==> src/rtl/core/hupsm_pkg.sv <==
// types and codes of the hid usage path stack matcher
package hupsm_pkg;

    localparam int DEPTH_W = 5;

    localparam logic [2:0] CMD_PUSH      = 3'd0;
    localparam logic [2:0] CMD_POP       = 3'd1;
    localparam logic [2:0] CMD_SET_LAST  = 3'd2;
    localparam logic [2:0] CMD_ZERO_LAST = 3'd3;
    localparam logic [2:0] CMD_SET_RID   = 3'd4;
    localparam logic [2:0] CMD_CLEAR     = 3'd5;
    localparam logic [2:0] CMD_COMPARE   = 3'd6;

    localparam logic [2:0] MODE_STRICT   = 3'd0;
    localparam logic [2:0] MODE_PREFIX   = 3'd1;
    localparam logic [2:0] MODE_SUFFIX   = 3'd2;
    localparam logic [2:0] MODE_ANYWHERE = 3'd3;

    localparam logic [1:0] STATUS_OK      = 2'd0;
    localparam logic [1:0] STATUS_FULL    = 2'd1;
    localparam logic [1:0] STATUS_BADMODE = 2'd2;

    localparam logic PATH_REPORT = 1'b0;
    localparam logic PATH_QUERY  = 1'b1;

    localparam logic TAG_GLOBAL = 1'b0;

    typedef struct packed {
        logic [2:0]  cmd;
        logic        path_sel;
        logic [15:0] push_page;
        logic [15:0] usage;
        logic        tag_class;
        logic [15:0] tag_value;
        logic [7:0]  rid_value;
        logic [2:0]  mode;
        logic        page_only;
    } in_t;

    typedef struct packed {
        logic [1:0]         status;
        logic               matched;
        logic [DEPTH_W-1:0] depth;
    } out_t;

endpackage

==> src/rtl/core/hupsm_ram.sv <==
// generic ram, one write port, two registered read ports
module hupsm_ram #(
    parameter int WIDTH = 16,
    parameter int DEPTH = 32,
    parameter int ADDR_W = (DEPTH > 1) ? $clog2(DEPTH) : 1
) (
    input  logic              clk,
    input  logic              we,
    input  logic [ADDR_W-1:0] waddr,
    input  logic [WIDTH-1:0]  wdata,
    input  logic [ADDR_W-1:0] raddr_a,
    input  logic [ADDR_W-1:0] raddr_b,
    output logic [WIDTH-1:0]  rdata_a,
    output logic [WIDTH-1:0]  rdata_b
);

    logic [WIDTH-1:0] mem [DEPTH];

    always_ff @(posedge clk)
    begin
        if (we)
        begin
            mem[waddr] <= wdata;
        end
        rdata_a <= mem[raddr_a];
        rdata_b <= mem[raddr_b];
    end

endmodule

==> src/rtl/core/hid_usage_path_stack_matcher_core.sv <==
// hid usage path stack matcher, top level
//
// keeps a report path and a query path of usage entries (page, usage) in two
// small rams and matches the query against the report path on request. an
// item is taken when start is high and busy is low; its result shows on
// result for exactly one cycle with done high, the cycle after the item is
// finished, and cannot be held off. edits (push, pop, set last, zero last,
// set report id, clear, unused code) and compares decided by report ids,
// depths or mode alone finish at the accepting edge: result in the next cycle,
// next item may follow right away. a compare that has to look at entries
// walks n entry pairs, n being the query depth (report depth in anywhere
// mode), one pair per cycle through the two read ports of the rams; busy
// stays high until the last pair read has been checked, and the next item
// enters only after busy falls. the walk stops early on the first mismatch
// (or first hit in anywhere mode). entry rams are not cleared after reset;
// only entries below a path depth are ever read.
module hid_usage_path_stack_matcher_core
    import hupsm_pkg::*;
#(
    parameter int MAX_DEPTH = 16
) (
    input  logic clk,
    input  logic rst_n,
    input  logic start,
    output logic busy,
    input  in_t  item,
    output logic done,
    output out_t result
);

    localparam int DW   = $clog2(MAX_DEPTH + 1);
    localparam int AW   = $clog2(2 * MAX_DEPTH);
    localparam int NENT = 2 * MAX_DEPTH;
    localparam logic [AW-1:0] QBASE = AW'(MAX_DEPTH);
    localparam logic [DW-1:0] DMAX  = DW'(MAX_DEPTH);

    typedef enum logic [1:0] {
        S_IDLE = 2'b01,
        S_WALK = 2'b10
    } state_t;

    // zero is a wildcard on either side
    function automatic logic same_val(input logic [15:0] a, input logic [15:0] b);
        return (a == b) || (a == 16'd0) || (b == 16'd0);
    endfunction

    state_t        state_reg, state_next;
    logic [DW-1:0] depth_reg [2];
    logic [DW-1:0] depth_next [2];
    logic [7:0]    rid_reg [2];
    logic [7:0]    rid_next [2];
    logic          done_reg, done_next;
    out_t          result_reg, result_next;

    // walk context
    logic [2:0]    mode_reg, mode_next;
    logic          page_only_reg, page_only_next;
    logic [DW-1:0] cnt_reg, cnt_next;
    logic [DW-1:0] idx_reg, idx_next;
    logic          chk_valid_reg, chk_valid_next;
    logic          chk_last_reg, chk_last_next;

    // ram ports
    logic          page_we, usage_we;
    logic [AW-1:0] waddr;
    logic [15:0]   page_wdata, usage_wdata;
    logic [AW-1:0] raddr_a, raddr_b;
    logic [15:0]   rpage_a, rpage_b, rusage_a, rusage_b;

    // item decode
    logic          acc;
    logic [DW-1:0] d_sel, rd, qd, d_sel_new;
    logic          full, empty;
    logic [AW-1:0] base;
    logic          rid_fail;

    // walk datapath
    logic          issue;
    logic [DW-1:0] ri, qi;
    logic          hit, finish, fin_match;

    assign busy   = (state_reg != S_IDLE);
    assign done   = done_reg;
    assign result = result_reg;

    assign acc   = start && !busy;
    assign d_sel = depth_reg[item.path_sel];
    assign rd    = depth_reg[PATH_REPORT];
    assign qd    = depth_reg[PATH_QUERY];
    assign full  = (d_sel >= DMAX);
    assign empty = (d_sel == '0);
    assign base  = (item.path_sel == PATH_QUERY) ? QBASE : '0;

    assign rid_fail = (rid_reg[PATH_QUERY] != 8'd0) &&
                      (rid_reg[PATH_QUERY] != rid_reg[PATH_REPORT]);

    // stack edits write straight into the rams
    always_comb
    begin
        page_we     = 1'b0;
        usage_we    = 1'b0;
        waddr       = base + AW'(d_sel - DW'(1));
        page_wdata  = 16'd0;
        usage_wdata = 16'd0;
        unique case (item.cmd)
            CMD_PUSH:
            begin
                waddr       = base + AW'(d_sel);
                page_wdata  = item.push_page;
                usage_wdata = item.usage;
                page_we     = acc && !full;
                usage_we    = acc && !full;
            end
            CMD_SET_LAST:
            begin
                page_wdata  = item.tag_value;
                usage_wdata = item.tag_value;
                page_we     = acc && !empty && (item.tag_class == TAG_GLOBAL);
                usage_we    = acc && !empty && (item.tag_class != TAG_GLOBAL);
            end
            CMD_ZERO_LAST:
            begin
                page_we  = acc && !empty;
                usage_we = acc && !empty;
            end
            default:
            begin
            end
        endcase
    end

    // depth of the selected path after an edit
    always_comb
    begin
        d_sel_new = d_sel;
        unique case (item.cmd)
            CMD_PUSH:  d_sel_new = full ? d_sel : d_sel + DW'(1);
            CMD_POP:   d_sel_new = empty ? d_sel : d_sel - DW'(1);
            CMD_CLEAR: d_sel_new = '0;
            default:   d_sel_new = d_sel;
        endcase
    end

    // walk addresses: suffix runs from the top of both paths
    always_comb
    begin
        issue = (state_reg == S_WALK) && (idx_reg < cnt_reg);
        ri    = (mode_reg == MODE_SUFFIX) ? rd - DW'(1) - idx_reg : idx_reg;
        if (mode_reg == MODE_ANYWHERE)
        begin
            qi = '0;
        end
        else if (mode_reg == MODE_SUFFIX)
        begin
            qi = qd - DW'(1) - idx_reg;
        end
        else
        begin
            qi = idx_reg;
        end
        raddr_a = AW'(ri);
        raddr_b = QBASE + AW'(qi);
    end

    // check of the pair read in the previous cycle
    always_comb
    begin
        hit = same_val(rpage_a, rpage_b) &&
              (page_only_reg || same_val(rusage_a, rusage_b));
        finish    = 1'b0;
        fin_match = 1'b0;
        if (chk_valid_reg)
        begin
            if (mode_reg == MODE_ANYWHERE)
            begin
                finish    = hit || chk_last_reg;
                fin_match = hit;
            end
            else
            begin
                finish    = !hit || chk_last_reg;
                fin_match = hit;
            end
        end
    end

    always_comb
    begin
        state_next     = state_reg;
        depth_next     = depth_reg;
        rid_next       = rid_reg;
        done_next      = 1'b0;
        result_next    = result_reg;
        mode_next      = mode_reg;
        page_only_next = page_only_reg;
        cnt_next       = cnt_reg;
        idx_next       = issue ? idx_reg + DW'(1) : idx_reg;
        chk_valid_next = issue && !finish;
        chk_last_next  = (idx_reg == cnt_reg - DW'(1));

        if (acc)
        begin
            depth_next[item.path_sel] = d_sel_new;
            if (item.cmd == CMD_SET_RID)
            begin
                rid_next[item.path_sel] = item.rid_value;
            end
            result_next.depth   = DEPTH_W'(d_sel_new);
            result_next.matched = 1'b0;
            result_next.status  = STATUS_OK;
            done_next           = 1'b1;
            if (item.cmd == CMD_PUSH && full)
            begin
                result_next.status = STATUS_FULL;
            end
            if (item.cmd == CMD_COMPARE)
            begin
                // decisions that need no entry, in rule order
                priority if (rid_fail)
                begin
                end
                else if (qd == '0)
                begin
                    result_next.matched = 1'b1;
                end
                else if (item.mode > MODE_ANYWHERE)
                begin
                    result_next.status = STATUS_BADMODE;
                end
                else if (item.mode == MODE_STRICT && rd != qd)
                begin
                end
                else if (item.mode != MODE_ANYWHERE && qd > rd)
                begin
                end
                else if (item.mode == MODE_ANYWHERE && (qd != DW'(1) || rd == '0))
                begin
                end
                else
                begin
                    done_next      = 1'b0;
                    state_next     = S_WALK;
                    mode_next      = item.mode;
                    page_only_next = item.page_only;
                    cnt_next       = (item.mode == MODE_ANYWHERE) ? rd : qd;
                    idx_next       = '0;
                    chk_valid_next = 1'b0;
                end
            end
        end
        else if (state_reg == S_WALK && finish)
        begin
            state_next          = S_IDLE;
            done_next           = 1'b1;
            result_next.matched = fin_match;
            result_next.status  = STATUS_OK;
        end
    end

    always_ff @(posedge clk or negedge rst_n)
    begin
        if (!rst_n)
        begin
            state_reg     <= S_IDLE;
            depth_reg[0]  <= '0;
            depth_reg[1]  <= '0;
            rid_reg[0]    <= 8'd0;
            rid_reg[1]    <= 8'd0;
            done_reg      <= 1'b0;
            chk_valid_reg <= 1'b0;
        end
        else
        begin
            state_reg     <= state_next;
            depth_reg     <= depth_next;
            rid_reg       <= rid_next;
            done_reg      <= done_next;
            chk_valid_reg <= chk_valid_next;
        end
    end

    always_ff @(posedge clk)
    begin
        result_reg    <= result_next;
        mode_reg      <= mode_next;
        page_only_reg <= page_only_next;
        cnt_reg       <= cnt_next;
        idx_reg       <= idx_next;
        chk_last_reg  <= chk_last_next;
    end

    // entry i of path p sits at p*MAX_DEPTH+i
    hupsm_ram #(
        .WIDTH (16),
        .DEPTH (NENT),
        .ADDR_W(AW)
    ) u_page_ram (
        .clk    (clk),
        .we     (page_we),
        .waddr  (waddr),
        .wdata  (page_wdata),
        .raddr_a(raddr_a),
        .raddr_b(raddr_b),
        .rdata_a(rpage_a),
        .rdata_b(rpage_b)
    );

    hupsm_ram #(
        .WIDTH (16),
        .DEPTH (NENT),
        .ADDR_W(AW)
    ) u_usage_ram (
        .clk    (clk),
        .we     (usage_we),
        .waddr  (waddr),
        .wdata  (usage_wdata),
        .raddr_a(raddr_a),
        .raddr_b(raddr_b),
        .rdata_a(rusage_a),
        .rdata_b(rusage_b)
    );

endmodule

==> config.mk <==
export PLATFORM = sky130hd
export DESIGN_NAME = hid_usage_path_stack_matcher_core
export DESIGN_NICKNAME = d
export VERILOG_FILES = /design/src/rtl/core/hupsm_pkg.sv /design/src/rtl/core/hupsm_ram.sv /design/src/rtl/core/hid_usage_path_stack_matcher_core.sv
export SDC_FILE = /design/constraint.sdc
export NUM_CORES = 2
export LEC_CHECK = 0
export BUFFER_PORTS_ARGS = -buffer_cell sky130_fd_sc_hd__buf_2
export CAP_MARGIN = 15
export CORE_ASPECT_RATIO = 0.7
export CORE_MARGIN = 2
export CORE_UTILIZATION = 41
export CTS_BUF_LIST = sky130_fd_sc_hd__clkbuf_8
export CTS_CLUSTER_DIAMETER = 50
export CTS_CLUSTER_SIZE = 8
export DETAILED_ROUTE_END_ITERATION = 10
export HOLD_SLACK_MARGIN = 0.15
export PLACE_DENSITY_LB_ADDON = 0.12
export SYNTH_ARGS = -nofsm -noshare
export SYNTH_HDL_FRONTEND = slang
export SYNTH_SLANG_ARGS = --single-unit
==> constraint.sdc <==
create_clock -name clk -period 3.05 [get_ports clk]
set_input_delay 0.1525 -clock clk [delete_from_list [all_inputs] [get_ports clk]]
set_output_delay 0.1525 -clock clk [all_outputs]
set_load 0.1 [all_outputs]
==> results.yml <==
outcome:
  outcome: "completed"
sta:
  fin_crit_sh: 0.999
  finalCriticalPeriod_ps: 3050
  rsz0062_at_grt: "yes"
  setup_violations: 0
  hold_viol: 0
  skew_ps: 58.1
  timing.fmax_mhz: 328
  worst_pin_slew_ps: 810
  timing.slew.headroom: 0.459
  report.final.slew_viol_count: 0
  fin_tns_setup_ps: 0
synth:
  ys_seq_area_frac: 0.617
  synth_edf_count: 1041
  synthCells: 4525
  ys.flop_type: "edfxtp_1"
  ys_types: 65
  ys_ff_latch: 1141
  synth_warnings: 0
  syn-num-nets: 4619
  synth.avg_cell_area_um2: 12.0
  syn-cell-area_um2: 54200
  synthArstFlopShare: 0.0263
cells_and_area:
  nets: 5104
  final_common_cell: "nand2_1"
  drive_above_1_share: 0.226
  nFillCells: 11400
  top_regs: "u_page_ram.mem (512), u_usage_ram.mem (512)"
  layout_common_cells: "nand2_1, edfxtp_1, nand3_1"
  syn2layout_area_growth_pct: 20.5
global_route:
  use_met3: 0.0618
  first_global_vias: 38700
  grt_max_degree: 71
  grt_usage: 0.283
  use_met2: 0.401
  busiest_layer: "met1"
  grt_pass1_wl_mm: 276
  grt-ovfl-total: 0
  use_met1: 0.428
  grt_antenna_before_repair: 4
worst_setup_path:
  cp.required_ps: 3860
  worstPathArrival_ps: 3860
  reg2reg_depth: 11
  rr_startpoint: "rd[0]$_DFFE_PN0P_"
  crit_type: "reg2reg"
  critPathCaptureType: "flip-flop"
  worstPathMaxFanout: 30
  rrSetupSlack_ps: 3
  critPathLaunchType: "flip-flop"
  r2r-end: "u_page_ram.rdata_a[1]$_DFF_P_"
cts:
  cts_tree: "yes"
  clock_latency_ps: 940
  cts.htree.levels: 4
  cts_root_buf: "clkbuf_8"
  cts.sinks: 1141
  path_clk_slew_ps: 70
  numCtsBuffers: 164
  cts_max_path_buffers: 3
placement:
  portBuffers: 77
  globalplace.congestion: 0.907
  dp_hpwl_mm: 126
die:
  fp-row-count: 111
  dieArea_um2: 135000
  core_area_um2: 131000
  die_y_um: 308
  start_util: 0.414
  io_pins: 78
  die_w_um: 439
detailed_routing:
  dr.pass1.iters: 6
  viasPerCell: 5.99
  via_count: 41300
  drc: 0
  ant_nets: 0
  drtIter0Drc: 5757
  finalWirelength_mm: 198
  wl_per_cell_um: 28.7
worst_hold_path:
  hp-class: "in2async"
power_and_ir_drop:
  p_leak_nw: 23.8
  finalPower_mw: 59.8
  peakVddDrop_uv: 612
  power_density_nw_per_um2: 917
job:
  maxCapViolations: 0
==> report_power, final <==
| part | internal, mW | switching (mW) | leakage [nW] |
|---|---|---|---|
| combinational | 11.5 | 17.9 | 11.3 |
| sequential | 18.1 | 0.931 | 10.5 |
| clock | 5.08 | 6.28 | 1.89 |
| total | 34.7 | 25.1 | 23.8 |
==> metal layers <==
metal,vias to the layer above,part of all wire,wire length [um]
met5,-,0,0
met4,0,0.024,4700
met3,299,0.11,21000
met2,2315,0.42,82100
met1,20600,0.45,90000
li1,18100,-,-
==> kinds of logic (layout without fill, tap and decap cells) <==
logic type,Yosys count,in the layout,synth area share
adders and majority gates,26,26,0.00628
DFF,1141,1141,0.617
and+or+nand+nor,1910,1910,0.155
AOI/OAI and AO/OA,486,486,0.0733
other,0,4,0
buffers and inverters,357,978,0.0322
muxes,544,545,0.107
xor gates and xnor gates,61,61,0.00986
==> Yosys cell counts (all sizes together), types with 24 or more instances <==
cell type / number / area [um^2]
xnor2: 47 / 412
nor2: 98 / 368
dfrtp: 29 / 726
nor4: 26 / 163
inv: 31 / 116
ha: 24 / 300
o22a: 32 / 280
nand3: 526 / 2640
a22o: 32 / 280
o22ai: 164 / 1030
dfxtp: 70 / 1400
a221o: 64 / 641
clkbuf: 147 / 556
nand4: 141 / 882
o221ai: 32 / 280
a221oi: 98 / 1060
mux2: 280 / 3150
buf: 179 / 1070
mux2i: 264 / 2640
edfxtp: 1041 / 31300
nand2: 1078 / 4050
==> worst max path at each step <==
| stage | start | slack [ps] | cells after the start | end |
|---|---|---|---|---|
| CTS | idx_reg[0]$_DFF_P_ | 20 | 13 | u_page_ram.rdata_b[11]$_DFF_P_ |
| floorplan | idx_reg[0]$_DFF_P_ | 140 | 14 | u_page_ram.rdata_b[14]$_DFF_P_ |
| global placement | idx_reg[0]$_DFF_P_ | -20 | 13 | u_usage_ram.rdata_b[14]$_DFF_P_ |
| detailed placement | idx_reg[0]$_DFF_P_ | -20 | 13 | u_usage_ram.rdata_b[14]$_DFF_P_ |
| global route | rd[0]$_DFFE_PN0P_ | -50 | 11 | u_page_ram.rdata_a[1]$_DFF_P_ |
| finish | rd[0]$_DFFE_PN0P_ | 3 | 11 | u_page_ram.rdata_a[1]$_DFF_P_ |
==> what timing repair did <==
action / CTS / global route
setup buffers: 0 / 25
gates resized for setup: 1 / 54
gates cloned: 0 / 11
endpoints found under the setup margin: 1 / 135
hold buffers: 108 / 0
hold endpoints to repair: 1122 / 0
pin swaps: 0 / 14
==> final cells by class <==
class                   instances  area (um^2)  share of cell area
well taps                    1751         2190              0.0336
clock buffers                 165         2270              0.0348
repair buffers                644         7110               0.109
multi-input cells            3028        19600               0.300
inverters                      31          116             0.00178
flip-flops and latches       1141        33400               0.512
diodes                          4         10.0            0.000153
clock inverters               138          618             0.00947
==> stage by stage <==
stage	instances	hold slack (ps)	worst slack, ps	utilization	instance area [um^2]
global placement	6451	253	-16.8	0.462	60500
floorplan	4525	-143	143	-	54400
detailed placement	6451	257	-22.0	0.462	60500
global route	6899	332	-46.1	0.499	65300
finish	6902	310	3.22	0.499	65300
CTS	6862	218	17.8	0.493	64500
==> critical path: stages, from the launching register on <==
cell,delay [ps]
dfrtp_1,430
ha_2,210
inv_1,60
fa_2,600
mux2_8,320
buf_12,230
buf_4,220
nand2_1,70
nand3_1,70
nand4_1,270
o22a_1,300
o221ai_1,60
No activity file was read; power rests on OpenSTA's default activity.
